--- config.mk ---
export PLATFORM = sky130hd
export DESIGN_NAME = priority_fifo_nonpreemptive_scheduler_unit
export DESIGN_NICKNAME = d
export VERILOG_FILES = /design/src/pfns_pkg.sv /design/src/pfns_ram.sv /design/src/pfns_front.sv /design/src/pfns_back.sv /design/src/priority_fifo_nonpreemptive_scheduler_unit.sv
export SDC_FILE = /design/constraint.sdc
export NUM_CORES = 2
export LEC_CHECK = 0
export CAP_MARGIN = 20
export CORE_ASPECT_RATIO = 0.5
export CORE_UTILIZATION = 60
export CTS_CLUSTER_SIZE = 12
export DETAILED_ROUTE_END_ITERATION = 10
export DONT_BUFFER_PORTS = 1
export PLACE_DENSITY = 0.76
export SLEW_MARGIN = 20
export SYNTH_ARGS = -nofsm -noshare
export SYNTH_HDL_FRONTEND = slang
export SYNTH_SLANG_ARGS = --single-unit
--- constraint.sdc ---
create_clock -name clk -period 13.7 [get_ports clk]
set_input_delay 1.37 -clock clk [delete_from_list [all_inputs] [get_ports clk]]
set_output_delay 1.37 -clock clk [all_outputs]
set_load 0.05 [all_outputs]
--- src/pfns_pkg.sv ---
package pfns_pkg;

  localparam int unsigned LEVELS = 4;
  localparam logic [15:0] CUTOFF_RESET = 16'd200;
  localparam logic [15:0] CLOCK_MAX = 16'hFFFF;

  localparam logic [2:0] ST_ACCEPT = 3'd0;
  localparam logic [2:0] ST_DROP   = 3'd1;
  localparam logic [2:0] ST_IDLE   = 3'd2;
  localparam logic [2:0] ST_RUN    = 3'd3;
  localparam logic [2:0] ST_FINISH = 3'd4;
  localparam logic [2:0] ST_HALT   = 3'd5;

  localparam logic ACT_ARRIVAL = 1'b0;
  localparam logic ACT_TICK    = 1'b1;

  localparam logic REG_CUTOFF = 1'b0;

  typedef struct packed {
    logic       action;
    logic [7:0] job_id;
    logic [2:0] job_priority;
    logic [7:0] service_time;
  } in_item_t;

  typedef struct packed {
    logic [2:0]  status;
    logic [7:0]  running_id;
    logic [15:0] time_now;
    logic [15:0] first_run_time;
    logic        just_started;
  } out_item_t;

  typedef struct packed {
    logic       tick;
    logic       prio_ok;
    logic [1:0] level;
    logic [7:0] job_id;
    logic [7:0] service_time;
  } fe_item_t;

  typedef struct packed {
    logic     valid;
    fe_item_t item;
  } fe_link_t;

endpackage

--- src/pfns_ram.sv ---
module pfns_ram #(
  parameter int unsigned WIDTH = 16,
  parameter int unsigned DEPTH = 64
) (
  input  logic                     clk,
  input  logic                     we,
  input  logic [$clog2(DEPTH)-1:0] waddr,
  input  logic [WIDTH-1:0]         wdata,
  input  logic                     re,
  input  logic [$clog2(DEPTH)-1:0] raddr,
  output logic [WIDTH-1:0]         rdata
);

  logic [WIDTH-1:0] mem [DEPTH];
  logic [WIDTH-1:0] rdata_r;

  always_ff @(posedge clk) begin
    if (we) begin
      mem[waddr] <= wdata;
    end
    if (re) begin
      rdata_r <= mem[raddr];
    end
  end

  assign rdata = rdata_r;

endmodule

--- src/pfns_front.sv ---
module pfns_front (
  input  logic                clk,
  input  logic                rst_n,
  input  logic                push,
  input  pfns_pkg::in_item_t  in_data,
  output logic                full,
  output pfns_pkg::fe_link_t  fe,
  input  logic                fe_pop
);

  pfns_pkg::fe_item_t buf_r [2];
  logic [1:0]         cnt_r, cnt_nxt;
  logic               wp_r, rp_r;
  logic               wr, rd;
  pfns_pkg::fe_item_t cls;

  always_comb begin
    cls.tick         = (in_data.action == pfns_pkg::ACT_TICK);
    cls.prio_ok      = (in_data.job_priority >= 3'd1) && (in_data.job_priority <= 3'd4);
    cls.level        = 2'(in_data.job_priority - 3'd1);
    cls.job_id       = in_data.job_id;
    cls.service_time = in_data.service_time;
  end

  assign full = (cnt_r == 2'd2);
  assign wr   = push && !full;
  assign rd   = fe_pop && (cnt_r != 2'd0);

  always_comb begin
    cnt_nxt = cnt_r;
    if (wr && !rd) begin
      cnt_nxt = cnt_r + 2'd1;
    end else if (rd && !wr) begin
      cnt_nxt = cnt_r - 2'd1;
    end
  end

  always_ff @(posedge clk) begin
    if (!rst_n) begin
      cnt_r <= 2'd0;
      wp_r  <= 1'b0;
      rp_r  <= 1'b0;
    end else begin
      cnt_r <= cnt_nxt;
      if (wr) begin
        wp_r <= ~wp_r;
      end
      if (rd) begin
        rp_r <= ~rp_r;
      end
    end
  end

  always_ff @(posedge clk) begin
    if (wr) begin
      buf_r[wp_r] <= cls;
    end
  end

  assign fe.valid = (cnt_r != 2'd0);
  assign fe.item  = buf_r[rp_r];

endmodule

--- src/pfns_back.sv ---
module pfns_back #(
  parameter int unsigned QUEUE_DEPTH = 16
) (
  input  logic                clk,
  input  logic                rst_n,
  input  logic [15:0]         cutoff,
  input  pfns_pkg::fe_link_t  fe,
  output logic                fe_pop,
  output logic                empty,
  input  logic                pop,
  output pfns_pkg::out_item_t out_data
);

  localparam int unsigned PTR_W  = $clog2(QUEUE_DEPTH);
  localparam int unsigned CNT_W  = $clog2(QUEUE_DEPTH + 1);
  localparam int unsigned ADDR_W = 2 + PTR_W;
  localparam int unsigned MEM_D  = 1 << ADDR_W;

  typedef enum logic [1:0] {
    S_EXEC = 2'b01,
    S_DISP = 2'b10
  } state_t;

  state_t              state_r, state_nxt;
  logic [CNT_W-1:0]    cnt_r [4];
  logic [CNT_W-1:0]    cnt_nxt [4];
  logic [PTR_W-1:0]    hd_r [4];
  logic [PTR_W-1:0]    hd_nxt [4];
  logic [PTR_W-1:0]    tl_r [4];
  logic [PTR_W-1:0]    tl_nxt [4];
  logic                busy_r, busy_nxt;
  logic [7:0]          cur_r, cur_nxt;
  logic [7:0]          ql_r, ql_nxt;
  logic [15:0]         start_r, start_nxt;
  logic [15:0]         clock_r, clock_nxt;

  logic                ram_we, ram_re;
  logic [ADDR_W-1:0]   ram_waddr, ram_raddr;
  logic [15:0]         ram_wdata, ram_rdata;

  logic                found;
  logic [1:0]          sel_q;
  logic                ospace;
  logic                res_vld;
  pfns_pkg::out_item_t res;
  logic                do_run, run_started, run_fin;
  logic [7:0]          run_id, run_ql;
  logic [15:0]         run_start;
  logic [15:0]         clock_inc;

  pfns_pkg::out_item_t obuf_r [2];
  logic [1:0]          ocnt_r, ocnt_nxt;
  logic                owp_r, orp_r;
  logic                ord;

  pfns_ram #(
    .WIDTH (16),
    .DEPTH (MEM_D)
  ) u_store (
    .clk   (clk),
    .we    (ram_we),
    .waddr (ram_waddr),
    .wdata (ram_wdata),
    .re    (ram_re),
    .raddr (ram_raddr),
    .rdata (ram_rdata)
  );

  always_comb begin
    found = 1'b0;
    sel_q = 2'd0;
    for (int i = 3; i >= 0; i--) begin
      if (cnt_r[i] != '0) begin
        found = 1'b1;
        sel_q = 2'(i);
      end
    end
  end

  assign ospace    = (ocnt_r != 2'd2);
  assign clock_inc = (clock_r != pfns_pkg::CLOCK_MAX) ? clock_r + 16'd1 : clock_r;

  always_comb begin
    state_nxt   = state_r;
    cnt_nxt     = cnt_r;
    hd_nxt      = hd_r;
    tl_nxt      = tl_r;
    busy_nxt    = busy_r;
    cur_nxt     = cur_r;
    ql_nxt      = ql_r;
    start_nxt   = start_r;
    clock_nxt   = clock_r;
    ram_we      = 1'b0;
    ram_re      = 1'b0;
    ram_waddr   = {fe.item.level, tl_r[fe.item.level]};
    ram_wdata   = {fe.item.job_id, fe.item.service_time};
    ram_raddr   = {sel_q, hd_r[sel_q]};
    fe_pop      = 1'b0;
    res_vld     = 1'b0;
    res         = '0;
    do_run      = 1'b0;
    run_started = 1'b0;
    run_id      = cur_r;
    run_ql      = ql_r;
    run_start   = start_r;
    run_fin     = 1'b0;

    unique case (state_r)
      S_EXEC: begin
        if (fe.valid && ospace) begin
          fe_pop = 1'b1;
          res.time_now = clock_r;
          if (!fe.item.tick) begin
            res_vld = 1'b1;
            res.running_id = fe.item.job_id;
            if (!fe.item.prio_ok ||
                cnt_r[fe.item.level] == CNT_W'(QUEUE_DEPTH)) begin
              res.status = pfns_pkg::ST_DROP;
            end else begin
              res.status = pfns_pkg::ST_ACCEPT;
              ram_we = 1'b1;
              tl_nxt[fe.item.level] = (tl_r[fe.item.level] == PTR_W'(QUEUE_DEPTH - 1)) ?
                                      '0 : tl_r[fe.item.level] + PTR_W'(1);
              cnt_nxt[fe.item.level] = cnt_r[fe.item.level] + CNT_W'(1);
            end
          end else if (busy_r) begin
            do_run = 1'b1;
          end else if (clock_r >= cutoff) begin
            res_vld    = 1'b1;
            res.status = pfns_pkg::ST_HALT;
          end else if (found) begin
            ram_re        = 1'b1;
            hd_nxt[sel_q] = (hd_r[sel_q] == PTR_W'(QUEUE_DEPTH - 1)) ?
                            '0 : hd_r[sel_q] + PTR_W'(1);
            cnt_nxt[sel_q] = cnt_r[sel_q] - CNT_W'(1);
            state_nxt     = S_DISP;
          end else begin
            res_vld    = 1'b1;
            res.status = pfns_pkg::ST_IDLE;
            clock_nxt  = clock_inc;
          end
        end
      end
      S_DISP: begin
        if (ospace) begin
          do_run      = 1'b1;
          run_started = 1'b1;
          run_id      = ram_rdata[15:8];
          run_ql      = ram_rdata[7:0];
          run_start   = clock_r;
          state_nxt   = S_EXEC;
        end
      end
      default: begin
        state_nxt = S_EXEC;
      end
    endcase

    if (do_run) begin
      run_fin            = (run_ql <= 8'd1);
      ql_nxt             = (run_ql == 8'd0) ? 8'd0 : run_ql - 8'd1;
      busy_nxt           = !run_fin;
      cur_nxt            = run_id;
      start_nxt          = run_start;
      clock_nxt          = clock_inc;
      res_vld            = 1'b1;
      res.status         = run_fin ? pfns_pkg::ST_FINISH : pfns_pkg::ST_RUN;
      res.running_id     = run_id;
      res.time_now       = clock_r;
      res.first_run_time = run_start;
      res.just_started   = run_started;
    end
  end

  always_ff @(posedge clk) begin
    if (!rst_n) begin
      state_r <= S_EXEC;
      for (int i = 0; i < 4; i++) begin
        cnt_r[i] <= '0;
        hd_r[i]  <= '0;
        tl_r[i]  <= '0;
      end
      busy_r  <= 1'b0;
      cur_r   <= 8'd0;
      ql_r    <= 8'd0;
      start_r <= 16'd0;
      clock_r <= 16'd0;
    end else begin
      state_r <= state_nxt;
      cnt_r   <= cnt_nxt;
      hd_r    <= hd_nxt;
      tl_r    <= tl_nxt;
      busy_r  <= busy_nxt;
      cur_r   <= cur_nxt;
      ql_r    <= ql_nxt;
      start_r <= start_nxt;
      clock_r <= clock_nxt;
    end
  end

  // result buffer
  assign ord = pop && (ocnt_r != 2'd0);

  always_comb begin
    ocnt_nxt = ocnt_r;
    if (res_vld && !ord) begin
      ocnt_nxt = ocnt_r + 2'd1;
    end else if (ord && !res_vld) begin
      ocnt_nxt = ocnt_r - 2'd1;
    end
  end

  always_ff @(posedge clk) begin
    if (!rst_n) begin
      ocnt_r <= 2'd0;
      owp_r  <= 1'b0;
      orp_r  <= 1'b0;
    end else begin
      ocnt_r <= ocnt_nxt;
      if (res_vld) begin
        owp_r <= ~owp_r;
      end
      if (ord) begin
        orp_r <= ~orp_r;
      end
    end
  end

  always_ff @(posedge clk) begin
    if (res_vld) begin
      obuf_r[owp_r] <= res;
    end
  end

  assign empty    = (ocnt_r == 2'd0);
  assign out_data = obuf_r[orp_r];

  a_disp_idle: assert property (@(posedge clk) disable iff (!rst_n)
    state_r == S_DISP |-> !busy_r)
    else $error("dispatch while a job is running");

  a_read_disp: assert property (@(posedge clk) disable iff (!rst_n)
    ram_re |=> state_r == S_DISP)
    else $error("store read not followed by dispatch");

  a_obuf_room: assert property (@(posedge clk) disable iff (!rst_n)
    res_vld |-> ocnt_r != 2'd2)
    else $error("result written into full buffer");

  a_cnt_bound: assert property (@(posedge clk) disable iff (!rst_n)
    cnt_r[0] <= CNT_W'(QUEUE_DEPTH) && cnt_r[1] <= CNT_W'(QUEUE_DEPTH) &&
    cnt_r[2] <= CNT_W'(QUEUE_DEPTH) && cnt_r[3] <= CNT_W'(QUEUE_DEPTH))
    else $error("queue count beyond depth");

endmodule

--- src/priority_fifo_nonpreemptive_scheduler_unit.sv ---
// Path: the result of a transaction accepted on push is registered in the front-end buffer,
// then in the result buffer; a tick that dispatches a new job adds one registered store read.
// Throughput: one item per cycle for arrivals and ticks of a running job while the result
// buffer has room; a dispatching tick holds the back end in its dispatch state for the store read.
// Reset (rst_n low, synchronous): queues empty, no job running, time 0, cutoff 200;
// queue store contents are not cleared.
module priority_fifo_nonpreemptive_scheduler_unit #(
  parameter int unsigned QUEUE_DEPTH = 16
) (
  input  logic                clk,
  input  logic                rst_n,
  input  logic                push,
  input  pfns_pkg::in_item_t  in_data,
  output logic                full,
  output logic                empty,
  input  logic                pop,
  output pfns_pkg::out_item_t out_data,
  input  logic                psel,
  input  logic                penable,
  input  logic                pwrite,
  input  logic [2:0]          paddr,
  input  logic [31:0]         pwdata,
  output logic [31:0]         prdata,
  output logic                pready
);

  logic [15:0]        cutoff_r;
  logic               cfg_wr;
  pfns_pkg::fe_link_t fe;
  logic               fe_pop;

  assign pready = 1'b1;
  assign cfg_wr = psel && penable && pwrite && pready;

  always_ff @(posedge clk) begin
    if (!rst_n) begin
      cutoff_r <= pfns_pkg::CUTOFF_RESET;
    end else if (cfg_wr && paddr[2] == pfns_pkg::REG_CUTOFF) begin
      cutoff_r <= pwdata[15:0];
    end
  end

  assign prdata = (paddr[2] == pfns_pkg::REG_CUTOFF) ? {16'd0, cutoff_r} : 32'd0;

  pfns_front u_front (
    .clk     (clk),
    .rst_n   (rst_n),
    .push    (push),
    .in_data (in_data),
    .full    (full),
    .fe      (fe),
    .fe_pop  (fe_pop)
  );

  pfns_back #(
    .QUEUE_DEPTH (QUEUE_DEPTH)
  ) u_back (
    .clk      (clk),
    .rst_n    (rst_n),
    .cutoff   (cutoff_r),
    .fe       (fe),
    .fe_pop   (fe_pop),
    .empty    (empty),
    .pop      (pop),
    .out_data (out_data)
  );

endmodule
==> results.md <==
- Synth Flop Type: edfxtp_1
- Post-layout min period: 6.39 ns
- DIE WIDTH: 422 um
- DRC: 0
- CTS clk-pin slew, worst paths: about 0.06 ns
- Number of hold violations in the final report: 0
- Post-Syn Area: roughly 53000 sq um
- Worst setup EP type: register
- Worst-path fanout max: between 100 and 150
- Asr flop ratio synth: 0%
- Clock latency on the worst-skew pair: approximately 0.73 ns
- Worst hold start: u_back.start_r[13]
- DR pass1 iterations: 6
- Routed Antenna Nets: 0
- Yosys cell types: 73
- Total grt overflow: 0
- Number of flops mapped to enable cells by yosys: 1168
- Final Setup Violations: 0
- Commonest non-fill, non-tap cell in the layout: edfxtp_1
- Initial antenna violation count: 7
- Final #Nets: 4176
- Pin count of the biggest net entering global routing: about 160
- First-pass GRT wire length: roughly 200000 um
- GRT Util Overall: a little under a third
- Layer with the highest usage: met2
- Final count of pins violating max slew: 0
- Syn. warnings: 0
- DR WL/cell: between 20 and 30 um
- Final HPWL DP: ~80000 um
- RSZ-0062 raised after global routing: false
- Critical path class: reg -> reg
- Post-synthesis cell count: slightly above 4000
- Share of layout cells above drive strength 1: roughly 9.2%
- Reg2reg setup slack: 7.31 ns
- CTS Hold Bufs: 0
- Drt total wl: 139000 um
- Arr. time, crit path: roughly 6.8 ns
- Post-synth top area cell: edfxtp_1
- Vias/cell: approximately 6.5
- Hold WC Path Type: reg -> reg
- Core footprint: around 87000 sq um
- Detailed Route Iter0 Violations: approximately 5300
- CP Launch Type: register
- Post-CTS sizing: 0
- Post-CTS Setup Repair Bufs: 0
- Vias: about 35000
- Fillers: between 5000 and 6000
- Die area: between 80000 and 90000 sq um
- Post-synth top area share: 66.4%
- Most frequent cells in the layout: edfxtp_1 (1168), nand2_1 (915), nand3_1 (322), nor2_1 (206), a21oi_1 (165)
- Setup TNS: 0 ns
- Post-synthesis sequential area ratio: between 70 and 80%
- Vias in the first global route: between 30000 and 40000
- Worst EP required: roughly 14 ns
- CTS buffer count: 119
- R2r endpoint: u_back.u_store.rdata[0]
- Met2 Use GR: a little under half
- Clock buffer depth: 3
- GP Congestion: 0.898
- Skew final: ~0.024 ns
- Synth Register Bits: ~1300
- # rows: 76
- Clk sinks: 1297
- Synth area leaders: edfxtp_1 (66%), nand2_1 (6.5%), dfxtp_1 (4.9%), nand3_1 (3.1%), mux2i_1 (2.6%)
- Met3 Usage GRT: roughly 8.1%
- Worst r2r path cells: 12
- Syn avg cell area: 13.0 sq um
- Status: finished clean
- Reg-to-reg critical path startpoint: u_back.cnt_r[16]
- Max cap viols: 0
- Final period utilization: 46.7%
- CTS H-tree lvls: 3
- Hold EP: u_back.start_r[13]
- I/O pins: roughly 140
- Root buf cell: clkbuf_16
- Port buffer count: 0
- GR Util met1: 42.2%
- Synthesis-to-layout area growth: 9.03%
- Die height: around 210 um
- Max Freq: roughly 160 MHz
- Slew @ Worst Pin: approximately 1.3 ns
- Worst Hold Depth: 2
- Relative slew margins: 15.9%
- Initial core utilization: approximately 61%
- CTS tree: yes
## kinds of logic after synthesis
group	Yosys count	share of synthesized area, %
adders and majority gates	31	0.734
DFF	1297	71.3
buffers and inverters	329	2.68
AOI/OAI and AO/OA	558	7.12
xor gates and xnor gates	27	0.462
muxes	215	4.53
and+or+nand+nor	1620	13.2
other	2	0.0142
## cell usage after synthesis (59+ instances only)
cell and n:
a21oi_1 165, mux2i_1 139, dfxtp_1 129, a31oi_1 75, inv_1 59, nand2_1 915, nor2_1 213, edfxtp_1 1168
buf_2 79, clkbuf_1 129, nand3_1 322, mux2_2 62
## metal layers
layer	up-vias	wire (um)
met4	2	4800
met3	289	18500
li1	15000	-
met1	17100	52100
met2	2306	63100
met5	-	13
## cell type report
| class | instances | area (sq um) | share of cell area, % |
|---|---|---|---|
| Clock inverter | 5 | 56.3 | 0.0977 |
| Timing Repair Buffer | 135 | 1050 | 1.82 |
| Multi-Input combinational cell | 2468 | 13900 | 24.2 |
| Clock buffer | 157 | 3190 | 5.55 |
| Antenna cell | 1 | 2.50 | 0.00434 |
| Tap cell | 1170 | 1460 | 2.54 |
| Inverter | 62 | 241 | 0.419 |
| Sequential cell | 1297 | 37700 | 65.4 |
## flip-flops by register name, summed over array words and instances, names as in the netlist, named ones only
register	cells
cutoff_r	16
u_back.busy_r	1
u_back.clock_r	16
u_back.cnt_r	20
u_back.cur_r	8
u_back.hd_r	16
u_back.obuf_r	88
u_back.ocnt_r	2
u_back.orp_r	1
u_back.owp_r	1
u_back.ql_r	8
u_back.start_r	16
u_back.state_r	2
u_back.tl_r	16
u_back.u_store.mem	1024
u_back.u_store.rdata	16
u_front.buf_r	40
u_front.cnt_r	2
u_front.rp_r	1
u_front.wp_r	1
## through the flow
stage / hold slack, ns / util (%) / std cells / worst slack (ns) / cell area, sq um
after floorplan: 0.436 / - / 4094 / 9.38 / 52900
after global placement: 0.442 / 62.7 / 5130 / 7.50 / 54300
after detailed placement: 0.447 / 62.7 / 5130 / 7.46 / 54300
after CTS: 0.455 / 66.5 / 5292 / 7.45 / 57600
after global routing: 0.475 / 66.5 / 5294 / 7.12 / 57600
final: 0.456 / 66.5 / 5295 / 7.31 / 57600
## critical path: stages, from the launching register on
cell and delay [ns]:
dfxtp_1 0.34, or4_4 0.57, nor2_4 0.19, o21a_1 0.93, a22oi_2 0.09, buf_4 0.35
inv_8 0.60, buf_4 0.67, mux2i_1 0.26, a22oi_1 0.11, a2111oi_1 1.12, o31ai_1 0.38
a221o_1 0.40
## how the worst max path moves through the flow
stage | cells past startpoint | slack, ns | from | endpoint
global route | 12 | 7.12 | u_back.cnt_r[14] | u_back.u_store.rdata[0]
floorplan | 7 | 9.38 | u_back.cnt_r[16] | u_back.obuf_r[0][0]
finish | 12 | 7.31 | u_back.cnt_r[16] | u_back.u_store.rdata[0]
detailed placement | 12 | 7.46 | u_back.cnt_r[16] | u_back.u_store.rdata[12]
global placement | 12 | 7.50 | u_back.cnt_r[17] | u_back.u_store.rdata[12]
CTS | 12 | 7.45 | u_back.cnt_r[16] | u_back.u_store.rdata[12]
Power is left out: the tool's default activity adds up to more than one toggle a clock period on the data nets, which glitch-free logic cannot reach.
